File: src/hdl/itoa_pkg.sv
`timescale 1ns / 1ps
`default_nettype none

package itoa_pkg;

  localparam int VALUE_WIDTH = 32;

  // Decimal digit positions for the largest magnitude, 2^(VALUE_WIDTH-1).
  localparam int DEC_DIGITS = (VALUE_WIDTH * 3) / 10 + 1;
  localparam int HEX_DIGITS = (VALUE_WIDTH + 3) / 4;
  localparam int HEX_W      = 4 * HEX_DIGITS;
  // Digit shifter: BCD during conversion, left-aligned digits during output.
  localparam int SHIFT_W    = 4 * DEC_DIGITS;
  localparam int CNT_W      = $clog2(VALUE_WIDTH + 1);

  localparam logic [1:0] KIND_DEC  = 2'd0;
  localparam logic [1:0] KIND_BIN  = 2'd1;
  localparam logic [1:0] KIND_HEX  = 2'd2;
  localparam logic [1:0] KIND_NONE = 2'd3;

  localparam logic [6:0] CHAR_MINUS = 7'h2D;
  localparam logic [6:0] CHAR_ZERO  = 7'h30;
  localparam logic [6:0] CHAR_A     = 7'h41;

  typedef enum logic [2:0] {
    ST_IDLE,
    ST_SIGN,
    ST_DABBLE,
    ST_SKIP,
    ST_EMIT
  } state_e;

  typedef struct packed {
    logic load;
    logic dabble;
    logic set_dec;
    logic shift;
    logic emit;
    logic emit_minus;
  } ctl_cmd_t;

  typedef struct packed {
    logic cnt_one;
    logic top_zero;
  } dp_status_t;

  function automatic logic [6:0] digit_char(input logic [3:0] d);
    logic [6:0] c;
    if (d < 4'd10) begin
      c = CHAR_ZERO + 7'(d);
    end else begin
      c = CHAR_A + 7'(d - 4'd10);
    end
    return c;
  endfunction

endpackage

`default_nettype wire

File: src/hdl/itoa_ctrl.sv
`timescale 1ns / 1ps
`default_nettype none

module itoa_ctrl (
  input  wire logic                 clk_i,
  input  wire logic                 rst_ni,
  input  wire logic                 start_i,
  input  wire logic [1:0]           kind_i,
  input  wire logic                 neg_i,
  input  wire itoa_pkg::dp_status_t status_i,
  output itoa_pkg::ctl_cmd_t        cmd_o,
  output logic                      busy_o
);
  import itoa_pkg::*;

  state_e state_q, state_d;

  always_ff @(posedge clk_i or negedge rst_ni) begin
    if (!rst_ni) begin
      state_q <= ST_IDLE;
    end else begin
      state_q <= state_d;
    end
  end

  always_comb begin
    state_d = state_q;
    unique case (state_q)
      ST_IDLE: begin
        if (start_i && (kind_i != KIND_NONE)) begin
          if (kind_i == KIND_DEC) begin
            state_d = neg_i ? ST_SIGN : ST_DABBLE;
          end else begin
            state_d = ST_SKIP;
          end
        end
      end
      ST_SIGN: state_d = ST_DABBLE;
      ST_DABBLE: begin
        if (status_i.cnt_one) begin
          state_d = ST_SKIP;
        end
      end
      ST_SKIP: begin
        if (!status_i.top_zero || status_i.cnt_one) begin
          state_d = status_i.cnt_one ? ST_IDLE : ST_EMIT;
        end
      end
      ST_EMIT: begin
        if (status_i.cnt_one) begin
          state_d = ST_IDLE;
        end
      end
      default: state_d = ST_IDLE;
    endcase
  end

  always_comb begin
    cmd_o = '0;
    unique case (state_q)
      ST_IDLE: cmd_o.load = start_i && (kind_i != KIND_NONE);
      ST_SIGN: begin
        cmd_o.emit_minus = 1'b1;
        cmd_o.dabble     = 1'b1;
      end
      ST_DABBLE: begin
        cmd_o.dabble  = 1'b1;
        cmd_o.set_dec = status_i.cnt_one;
      end
      ST_SKIP: begin
        // drop leading zeros, keep at least one digit
        if (status_i.top_zero && !status_i.cnt_one) begin
          cmd_o.shift = 1'b1;
        end else begin
          cmd_o.emit = 1'b1;
        end
      end
      ST_EMIT: cmd_o.emit = 1'b1;
      default: cmd_o = '0;
    endcase
  end

  assign busy_o = (state_q != ST_IDLE);

endmodule

`default_nettype wire

File: src/hdl/itoa_dp.sv
`timescale 1ns / 1ps
`default_nettype none

module itoa_dp (
  input  wire logic                                clk_i,
  input  wire logic                                rst_ni,
  input  wire itoa_pkg::ctl_cmd_t                  cmd_i,
  input  wire logic [1:0]                          kind_i,
  input  wire logic [itoa_pkg::VALUE_WIDTH-1:0]    value_i,
  output itoa_pkg::dp_status_t                     status_o,
  output logic                                     out_valid_o,
  output logic [6:0]                               char_code_o,
  output logic                                     last_o
);
  import itoa_pkg::*;

  logic [VALUE_WIDTH-1:0] bin_q, bin_d;
  logic [SHIFT_W-1:0]     sh_q, sh_d;
  logic [CNT_W-1:0]       cnt_q, cnt_d;
  logic                   step4_q, step4_d;
  logic                   valid_q, valid_d;
  logic [6:0]             char_q, char_d;
  logic                   last_q, last_d;

  logic [VALUE_WIDTH-1:0] mag;
  logic [SHIFT_W-1:0]     bcd_adj;
  logic [SHIFT_W-1:0]     sh_next;
  logic [3:0]             top_digit;

  assign mag = value_i[VALUE_WIDTH-1] ? (~value_i + VALUE_WIDTH'(1)) : value_i;

  // Add 3 to every BCD digit of 5 or more before the shift.
  always_comb begin
    for (int i = 0; i < DEC_DIGITS; i++) begin
      bcd_adj[4*i +: 4] = (sh_q[4*i +: 4] >= 4'd5) ? (sh_q[4*i +: 4] + 4'd3)
                                                   : sh_q[4*i +: 4];
    end
  end

  assign top_digit = step4_q ? sh_q[SHIFT_W-1 -: 4] : {3'b000, sh_q[SHIFT_W-1]};
  assign sh_next   = step4_q ? (sh_q << 4) : (sh_q << 1);

  assign status_o.cnt_one  = (cnt_q == CNT_W'(1));
  assign status_o.top_zero = (top_digit == 4'd0);

  always_comb begin
    bin_d   = bin_q;
    sh_d    = sh_q;
    cnt_d   = cnt_q;
    step4_d = step4_q;
    valid_d = cmd_i.emit || cmd_i.emit_minus;
    char_d  = cmd_i.emit_minus ? CHAR_MINUS : digit_char(top_digit);
    last_d  = cmd_i.emit && status_o.cnt_one;

    if (cmd_i.load) begin
      unique case (kind_i)
        KIND_BIN: begin
          sh_d    = SHIFT_W'(value_i) << (SHIFT_W - VALUE_WIDTH);
          cnt_d   = CNT_W'(VALUE_WIDTH);
          step4_d = 1'b0;
        end
        KIND_HEX: begin
          sh_d    = SHIFT_W'(HEX_W'(value_i)) << (SHIFT_W - HEX_W);
          cnt_d   = CNT_W'(HEX_DIGITS);
          step4_d = 1'b1;
        end
        default: begin
          bin_d   = mag;
          sh_d    = '0;
          cnt_d   = CNT_W'(VALUE_WIDTH);
          step4_d = 1'b1;
        end
      endcase
    end else if (cmd_i.dabble) begin
      sh_d  = {bcd_adj[SHIFT_W-2:0], bin_q[VALUE_WIDTH-1]};
      bin_d = bin_q << 1;
      cnt_d = cmd_i.set_dec ? CNT_W'(DEC_DIGITS) : (cnt_q - CNT_W'(1));
    end else if (cmd_i.shift || cmd_i.emit) begin
      sh_d  = sh_next;
      cnt_d = cnt_q - CNT_W'(1);
    end
  end

  always_ff @(posedge clk_i or negedge rst_ni) begin
    if (!rst_ni) begin
      valid_q <= 1'b0;
    end else begin
      valid_q <= valid_d;
    end
  end

  always_ff @(posedge clk_i) begin
    bin_q   <= bin_d;
    sh_q    <= sh_d;
    cnt_q   <= cnt_d;
    step4_q <= step4_d;
    char_q  <= char_d;
    last_q  <= last_d;
  end

  assign out_valid_o = valid_q;
  assign char_code_o = char_q;
  assign last_o      = last_q;

endmodule

`default_nettype wire

File: src/hdl/integer_to_ascii_formatter.sv
`timescale 1ns / 1ps
`default_nettype none

// Formats a signed integer as ASCII in decimal, binary or uppercase hex, one
// character per cycle on char_code_o with out_valid_o high for that single
// cycle and last_o marking the final character; the receiver cannot stall,
// so it must take every strobed character. Pulse start_i while busy_o is low
// to hand in an item; kind 3 is taken and yields nothing. Binary and hex load
// the word and then walk its digit positions (32 or 8), leading zeros being
// dropped one position a cycle. Decimal loads the magnitude and shifts its
// 32 bits through shift-and-add-3 binary-to-BCD conversion (the '-' is issued
// with the first shift step), then walks its BCD positions (10). Characters
// are registered from the state that makes them, so the last character of
// one item may overlap the next load.
module integer_to_ascii_formatter (
  input  wire logic                             clk_i,
  input  wire logic                             rst_ni,
  input  wire logic                             start_i,
  output logic                                  busy_o,
  input  wire logic [1:0]                       kind_i,
  input  wire logic signed [itoa_pkg::VALUE_WIDTH-1:0] value_i,
  output logic                                  out_valid_o,
  output logic [6:0]                            char_code_o,
  output logic                                  last_o
);
  import itoa_pkg::*;

  ctl_cmd_t   cmd;
  dp_status_t status;

  itoa_ctrl u_ctrl (
    .clk_i    (clk_i),
    .rst_ni   (rst_ni),
    .start_i  (start_i),
    .kind_i   (kind_i),
    .neg_i    (value_i[VALUE_WIDTH-1]),
    .status_i (status),
    .cmd_o    (cmd),
    .busy_o   (busy_o)
  );

  itoa_dp u_dp (
    .clk_i       (clk_i),
    .rst_ni      (rst_ni),
    .cmd_i       (cmd),
    .kind_i      (kind_i),
    .value_i     (value_i),
    .status_o    (status),
    .out_valid_o (out_valid_o),
    .char_code_o (char_code_o),
    .last_o      (last_o)
  );

  a_gap_after_last: assert property (@(posedge clk_i) disable iff (!rst_ni)
    (out_valid_o && last_o) |=> !out_valid_o)
    else $error("character strobed right after last");

  a_idle_on_last: assert property (@(posedge clk_i) disable iff (!rst_ni)
    $fell(busy_o) |-> (out_valid_o && last_o))
    else $error("went idle without final character");

  a_start_busy: assert property (@(posedge clk_i) disable iff (!rst_ni)
    (start_i && !busy_o && (kind_i != KIND_NONE)) |=> busy_o)
    else $error("accepted item did not start");

  a_no_char_idle: assert property (@(posedge clk_i) disable iff (!rst_ni)
    (!busy_o && !$past(busy_o)) |-> !out_valid_o)
    else $error("character while idle");

endmodule

`default_nettype wire
File: config.mk
export PLATFORM = sky130hd
export DESIGN_NAME = integer_to_ascii_formatter
export DESIGN_NICKNAME = d
export VERILOG_FILES = /design/src/hdl/itoa_pkg.sv /design/src/hdl/itoa_ctrl.sv /design/src/hdl/itoa_dp.sv /design/src/hdl/integer_to_ascii_formatter.sv
export SDC_FILE = /design/constraint.sdc
export NUM_CORES = 1
export LEC_CHECK = 0
export BUFFER_PORTS_ARGS = -buffer_cell sky130_fd_sc_hd__buf_4
export CAP_MARGIN = 30
export CORE_ASPECT_RATIO = 0.7
export CORE_MARGIN = 1
export CORE_UTILIZATION = 32
export DETAILED_ROUTE_END_ITERATION = 7
export PLACE_DENSITY = 0.56
export SKIP_LAST_GASP = 1
export SLEW_MARGIN = 5
export SYNTH_ARGS = -nofsm -noshare
export SYNTH_HDL_FRONTEND = slang
export SYNTH_SLANG_ARGS = --single-unit
File: constraint.sdc
create_clock -name clk_i -period 10.1 [get_ports clk_i]
set_input_delay 2.02 -clock clk_i [delete_from_list [all_inputs] [get_ports clk_i]]
set_output_delay 2.02 -clock clk_i [all_outputs]
set_load 0.01 [all_outputs]
==> results_dict.tcl <==
set metrics [dict create \
    end_kind "flop" \
    fillers 1822 \
    postCtsSetupBuffers 0 \
    die_h_microns 118 \
    layout_common_cells "nand2_1 (81), edfxtp_1 (79), o21ai_0 (70), buf_4 (52), xor2_1 (34)" \
    postRouteWirelength_microns 14900 \
    fin_nets 734 \
    viasPerCell 5.45 \
    yosys-top-cells-area "edfxtp_1 (39%), ha_1 (6.1%), o21ai_0 (5.8%)" \
    r2r_cells 5 \
    antenna_found_initial 0 \
    dp_hpwl_microns 10200 \
    critPathKind "in2reg" \
    tritoncts "done" \
    io_buffers 46 \
    yosysTopAreaCell "edfxtp_1" \
    insertion_delay_ps 350 \
    rsz0062_at_grt "false" \
    cp-startpoint "kind_i[0]" \
    synth_fp_nets 703 \
    dp_cells 892 \
    synth_edf_count 79 \
    core_area_sq_um 18400 \
    drive_gt1_share_pct 12.5 \
    wl_per_cell_microns 16.4 \
    critical_path_arrival_ps 4260 \
    critPathMaxFanout 67 \
    drv_cap 0 \
    required_ps 10210 \
    avgSynthCellArea_sq_um 9.63 \
    r2r-end "u_dp.sh_q[22]" \
    place_area_sq_um 6640 \
    grt_start_max_net_pins 68 \
    status "completed" \
    synth_seq_area_share_pct 43.0 \
    die_area_sq_um 19700 \
    postRouteAntennaNets 0 \
    clkSinkCount 91 \
    clk_path_buf_depth 2 \
    final_cell_count_no_fill 908 \
    cts_resized 0 \
    yosysWarnings 0 \
    critPathLaunchType "input pin" \
    synth_cells 636 \
    start_util_pct 33.3 \
    slew_headroom_pct 46.2 \
    final_common_cell "nand2_1" \
    rrSetupSlack_ps 7240 \
    leakagePower_nw 2.78 \
    critical_path.endpoint "u_dp.sh_q[22]" \
    cts_buffers 9 \
    cts.htree.levels 3 \
    num_vias 4947 \
    fin_area_sq_um 6930 \
    hold_class "reg2reg" \
    synthDistinctLibCells 58 \
    synth-seq-cells 91 \
    async_reset_ff_share_pct 4.40 \
    clk_pin_slew_worst_paths_ps 70 \
    postLayoutCoreUtil_pct 37.8 \
    ir_worst_vdd_mv 0.149 \
    holdBufCountCts 0 \
    rows 41 \
    grt_util_all_layers_pct 15.6 \
    first_pass_iters 5 \
    io_pins 47 \
    synthToLayoutAreaGrowth_pct 13.2 \
    grt_overflow 0 \
    finalMaxSlewViolations 0 \
    drc 0 \
    setup_violations 0 \
    skew_ps 5.58 \
    worstReg2RegStart "u_ctrl.state_q[1]" \
    hold_violations 0 \
    timing.final.crit_share_pct 41.1 \
    power_density_nw_per_um2 337 \
    netlist_area_sq_um 6120 \
    clock.fmax_mhz 241 \
    fp.dieW_microns 167 \
    first_global_vias 4626 \
    min_period_ps 4160 \
    cts_root_buf "clkbuf_16" \
    gp_congestion 0.781 \
    yosys.area.top_type_share_pct 38.7 \
    grt_pass1_wl_microns 24400 \
    synthFlopType "edfxtp_1" \
    worst_pin_slew_ps 804 \
    tns_ps 0 \
    first_iter_violations 385 \
    n_antenna_cell 0 \
]
cells in the mapped netlist, drive strengths merged, types with 6 or more instances:
cell type	count
o21ai	75
nor2	33
edfxtp	79
nand2	81
ha	30
a21o	7
nor3b	16
and3	8
mux2i	29
nand2b	12
a21oi	28
a221oi	10
dfxtp	8
inv	33
o31ai	12
clkbuf	17
buf	16
o221ai	16
o41ai	6
xnor2	7
xor2	34
nand3	14
nor3	11
kinds of logic (layout without fill, tap and decap cells):
family	after synthesis	count (layout)	synth area share, %
AND/OR/NAND/NOR	200	200	16.6
AO/OA/AOI/OAI	177	177	18.5
flip-flops	91	91	43.0
buffers and inverters	67	103	5.00
XOR/XNOR	41	41	5.86
adder cells (fa/ha/maj)	30	30	6.13
multiplexers	30	30	4.92
registers in the layout, summed over array words and instances, names as in the netlist:
signal / cells
u_dp.char_code_o: 7
u_dp.sh_q: 40
u_dp.step4_q: 1
u_dp.bin_q: 32
u_dp.last_o: 1
u_dp.out_valid_o: 1
u_ctrl.state_q: 3
u_dp.cnt_q: 6
how the worst min path moves through the flow:
stage | startpoint | to | slack [ps] | cells after the start
2_1_floorplan | u_dp.bin_q[9] | u_dp.bin_q[10] | 500 | 2
3_3_place_gp | u_dp.bin_q[10] | u_dp.bin_q[11] | 500 | 2
3_5_place_dp | u_dp.bin_q[26] | u_dp.bin_q[27] | 510 | 2
4_1_cts | u_dp.bin_q[20] | u_dp.bin_q[21] | 530 | 2
5_1_grt | u_dp.bin_q[15] | u_dp.bin_q[16] | 560 | 2
6_report | u_dp.bin_q[26] | u_dp.bin_q[27] | 530 | 2
worst max-delay path: stages:
cell      delay, ps
buf_4            90
ha_1            140
nand2b_1        250
or2_4           570
clkinv_2        390
and2_4          370
a221o_1         370
metal layers:
metal | vias to the layer above | global-route usage [%] | share of wire [%]
li1 | 2411 | - | -
met1 | 2404 | 22.8 | 50
met2 | 122 | 22.9 | 43
met3 | 10 | 3.43 | 5.3
met4 | 0 | 4.07 | 1.0
met5 | - | 0 | 0
report_power, final:
group	switching (mW)	leakage, nW	internal (mW)
registers	0.172	0.950	0.743
logic	0.635	1.68	0.441
clock network	0.159	0.150	0.184
cell type report:
type | instances | area, sq um | area share (%)
clock buffer | 10 | 250 | 3.61
clock inverter | 6 | 41.3 | 0.595
inverter | 34 | 129 | 1.86
multi-input combinational | 478 | 3190 | 46.0
sequential | 91 | 2630 | 38.0
tap | 236 | 295 | 4.26
timing repair buffer | 53 | 395 | 5.70
through the flow:
stage	hold slack, ps	power [mW]	setup slack, ps
CTS	530	2.34	5890
global placement	503	1.95	5650
floorplan	496	1.69	4330
detailed placement	513	1.99	5520
finish	526	2.33	5940
global route	557	2.53	5720
(Power assumes the default switching activity.)
